File: config.mk
export PLATFORM = sky130hd
export DESIGN_NAME = prmq_max2
export DESIGN_NICKNAME = d
export VERILOG_FILES = /design/src/rtl/core/prmq_pkg.sv /design/src/rtl/core/prmq_max2.sv
export SDC_FILE = /design/constraint.sdc
export NUM_CORES = 1
export LEC_CHECK = 0
export BUFFER_PORTS_ARGS = -buffer_cell sky130_fd_sc_hd__buf_2
export CAP_MARGIN = 20
export CORE_MARGIN = 10
export CORE_UTILIZATION = 45
export DETAILED_ROUTE_END_ITERATION = 8
export PLACE_DENSITY = 0.9
export REMOVE_ABC_BUFFERS = 1
export SETUP_SLACK_MARGIN = 0.2
export SLEW_MARGIN = 20
export SYNTH_ARGS = -nofsm -noshare
export SYNTH_HDL_FRONTEND = slang
export SYNTH_SLANG_ARGS = --single-unit
File: constraint.sdc
create_clock -name vclk -period 3.4
set_clock_uncertainty 0.15 [all_clocks]
set_input_delay 0.17 -clock vclk [all_inputs]
set_output_delay 0.17 -clock vclk [all_outputs]
set_load 0.005 [all_outputs]
File: src/rtl/core/prmq_pkg.sv
package prmq_pkg;

   localparam int MAX_ELEMENTS_DEF = 1024;
   localparam int FIELD_W = 11;
   localparam int VALUE_W = 32;
   localparam int COUNT_RESET = 1024;

   localparam logic [1:0] CMD_LOAD  = 2'd0;
   localparam logic [1:0] CMD_BUILD = 2'd1;
   localparam logic [1:0] CMD_QUERY = 2'd2;

   typedef struct packed {
      logic [1:0]         command;
      logic [FIELD_W-1:0] index;
      logic [VALUE_W-1:0] value_a;
      logic [VALUE_W-1:0] value_b;
      logic [FIELD_W-1:0] range_low;
      logic [FIELD_W-1:0] range_high;
   } req_type;

   typedef struct packed {
      logic [VALUE_W-1:0] max_a;
      logic [VALUE_W-1:0] max_b;
      logic               range_error;
   } rsp_type;

   typedef struct packed {
      logic [VALUE_W-1:0] a;
      logic [VALUE_W-1:0] b;
   } pair_type;

endpackage

File: src/rtl/core/prmq_max2.sv
module prmq_max2 import prmq_pkg::*; (
   input  pair_type x,
   input  pair_type y,
   output pair_type m
);

   assign m.a = (x.a > y.a) ? x.a : y.a;
   assign m.b = (x.b > y.b) ? x.b : y.b;

endmodule

==> impl_metrics.toml <==
[status]
status = "completed"

[grt]
use_met1_pct = 18.9
gr-usage-all-layers_pct = 19.6
use_met3_pct = 2.72
antenna_found_initial = 0
grt_pass1_wl_microns = 14600
grt_max_degree = 33
grt_use_met2_pct = 41.6
grt_pass1_vias = 3209
top_usage_layer = "met2"
overflow = 0

[worst_setup_path]
cp.arrival_ns = 2.70
cp_cell_sequence = "buf_2 -> inv_1 -> ha_1 -> nor2b_1 -> o211ai_1 -> a2111oi_0 -> nor4b_1 -> a2bb2oi_4 -> buf_4 -> mux2_2 -> buf_2"
start_kind = "input port"
crit_top_cell = "buf_2"
cp_num_buf_inv = 4
crit_slowest_cell = "nor4b_1"
cp.required_ns = 3.08
crit_fanout = 32
cp-end-kind = "output pin"
slowest_delay_ns = 0.54
critPathTopFamily = "simple AND/OR/NAND/NOR gates"
worstSetupPathType = "input port to output pin"

[route]
ant_nets = 0
wirelength_microns = 9320
drcViolationCount = 0
drt_first_pass_iters = 4
wl_per_cell_microns = 16.9
vias = 2879
drt_iter0_markers = 57
via_per_inst = 5.23

[sta]
hold_viol = 0
tightest_slew_ns = 0.602
grt_setup_unrepaired = "false"
finalMaxSlewViolations = 0
finalCriticalPeriod_ns = 3.02
finalCritPeriodShare_pct = 88.8
setup_tns_ns = 0
max_freq_mhz = 331
finalSetupViolations = 0
slew_headroom_pct = 59.3
fin_ws_ns = 0.381

[die]
die_area_sq_mm = 0.00877
io-pin-count = 192
core_area_sq_mm = 0.00517
dieHeight_microns = 93.7
die_x_microns = 93.7
start_util_pct = 47.2
rows = 26

[synthesis]
synth_compound_area_share_pct = 14.1
synth_fa_ha_area_share_pct = 32.8
synth-simple-area-share_pct = 11.0
syn_avg_cell_area_sq_um = 8.33
yosys_warnings = 0
yosys.area_share.xor_xnor_pct = 0
ys_types = 30
yosys-mux-area-fraction_pct = 29.5
ys_seq_area_share_pct = 0
synth_area_sq_mm = 0.00244
synth_top_family_by_area = "adder cells"
synth_cells = 293

[finish]
stdcell_count = 551
nClkBuffers = 0
multi_input_area_sq_mm = 0.00213
antennaDiodeCount = 0
drive_gt1_share_pct = 52.6
fillers = 467
design.seq.count = 0
seqCellArea_sq_um = 0
area_growth_pct = 41.3
nets = 675

[clock_network]
ctsHoldBuffers = 0
postCtsSetupBuffers = 0
cts_resized = 0

[place]
port_buffers = 192
place_ws_ns = 0.408
dp_hpwl_microns = 8600
globalplace.congestion = 0.910
dpl.cell_count = 551

[job]
drv_cap = 0

[pwr]
power.density_mw_per_mm2 = 155
leakage_nw = 2.09
vdd_drop_max_mv = 0.102

[worst_hold_path]
hold_path.class = "input port to output pin"
==> placed cells by master, fill, tap and decap left out, types with 2 or more instances in the layout <==
cell type / instances
mux2_2: 55
nand4_1: 15
o21ai_0: 2
a211oi_1: 4
nand2_1: 8
buf_2: 192
a21o_1: 8
a2111oi_0: 3
mux2_1: 9
inv_1: 64
ha_1: 64
nor4_1: 3
a21oi_1: 25
nand3_1: 11
==> cells in the mapped netlist (all sizes together), types with 3 or more instances <==
library cell	n	share of area [%]
a21o	8	2.5
nor4	3	0.77
buf	6	2.8
nand3	11	2.3
a21oi	25	5.1
mux2	64	30
nand4	15	3.8
inv	64	9.8
ha	64	33
a2111oi	3	1.1
a211oi	4	1.2
nand2	8	1.2
==> cell type report <==
class	count	area share [%]
Inverter	64	6.96
Multi-Input combinational cell	223	61.8
Timing Repair Buffer	194	28.7
Tap cell	70	2.54
==> worst min-delay path: cells and delay by family <==
family	cells	cell delay [ns]
buf+inv	2	0.19
mux	1	0.11
==> logic make-up after synthesis <==
kind of cell / after synthesis
AO/OA/AOI/OAI: 49
adder cells (fa/ha/maj): 64
buffers and inverters: 70
multiplexers: 64
AND/OR/NAND/NOR: 46
==> where the power goes <==
part | switching (mW) | total, mW | leakage, nW | internal [mW]
clock network | 0 | 0 | 0 | 0
logic | 0.248 | 0.536 | 2.09 | 0.288
registers | 0 | 0 | 0 | 0
==> path summary, 6_finish.rpt <==
path	from	end	slack (ns)	depth (start not counted)
worst max-delay path	y[33]	m[50]	0.38	11
worst min-delay path	x[15]	m[15]	0.48	3
==> per-stage QoR <==
stage               hold slack [ns]  util (%)  cell area (sq um)  power (mW)
detailed placement            0.485      66.7               3450       0.538
floorplan                     0.305         -               2370       0.291
CTS                           0.487      66.7               3450       0.540
finish                        0.485      66.7               3450       0.536
global placement              0.486      66.7               3450       0.512
global route                  0.508      66.7               3450       0.595
==> layer usage <==
layer  vias to the layer above  part of all wire, %
met5                         -                    0
met4                         0                  2.4
met3                        18                  4.4
met2                        82                   58
met1                      1327                   35
li1                       1452                    -
(Power assumes the default switching activity.)
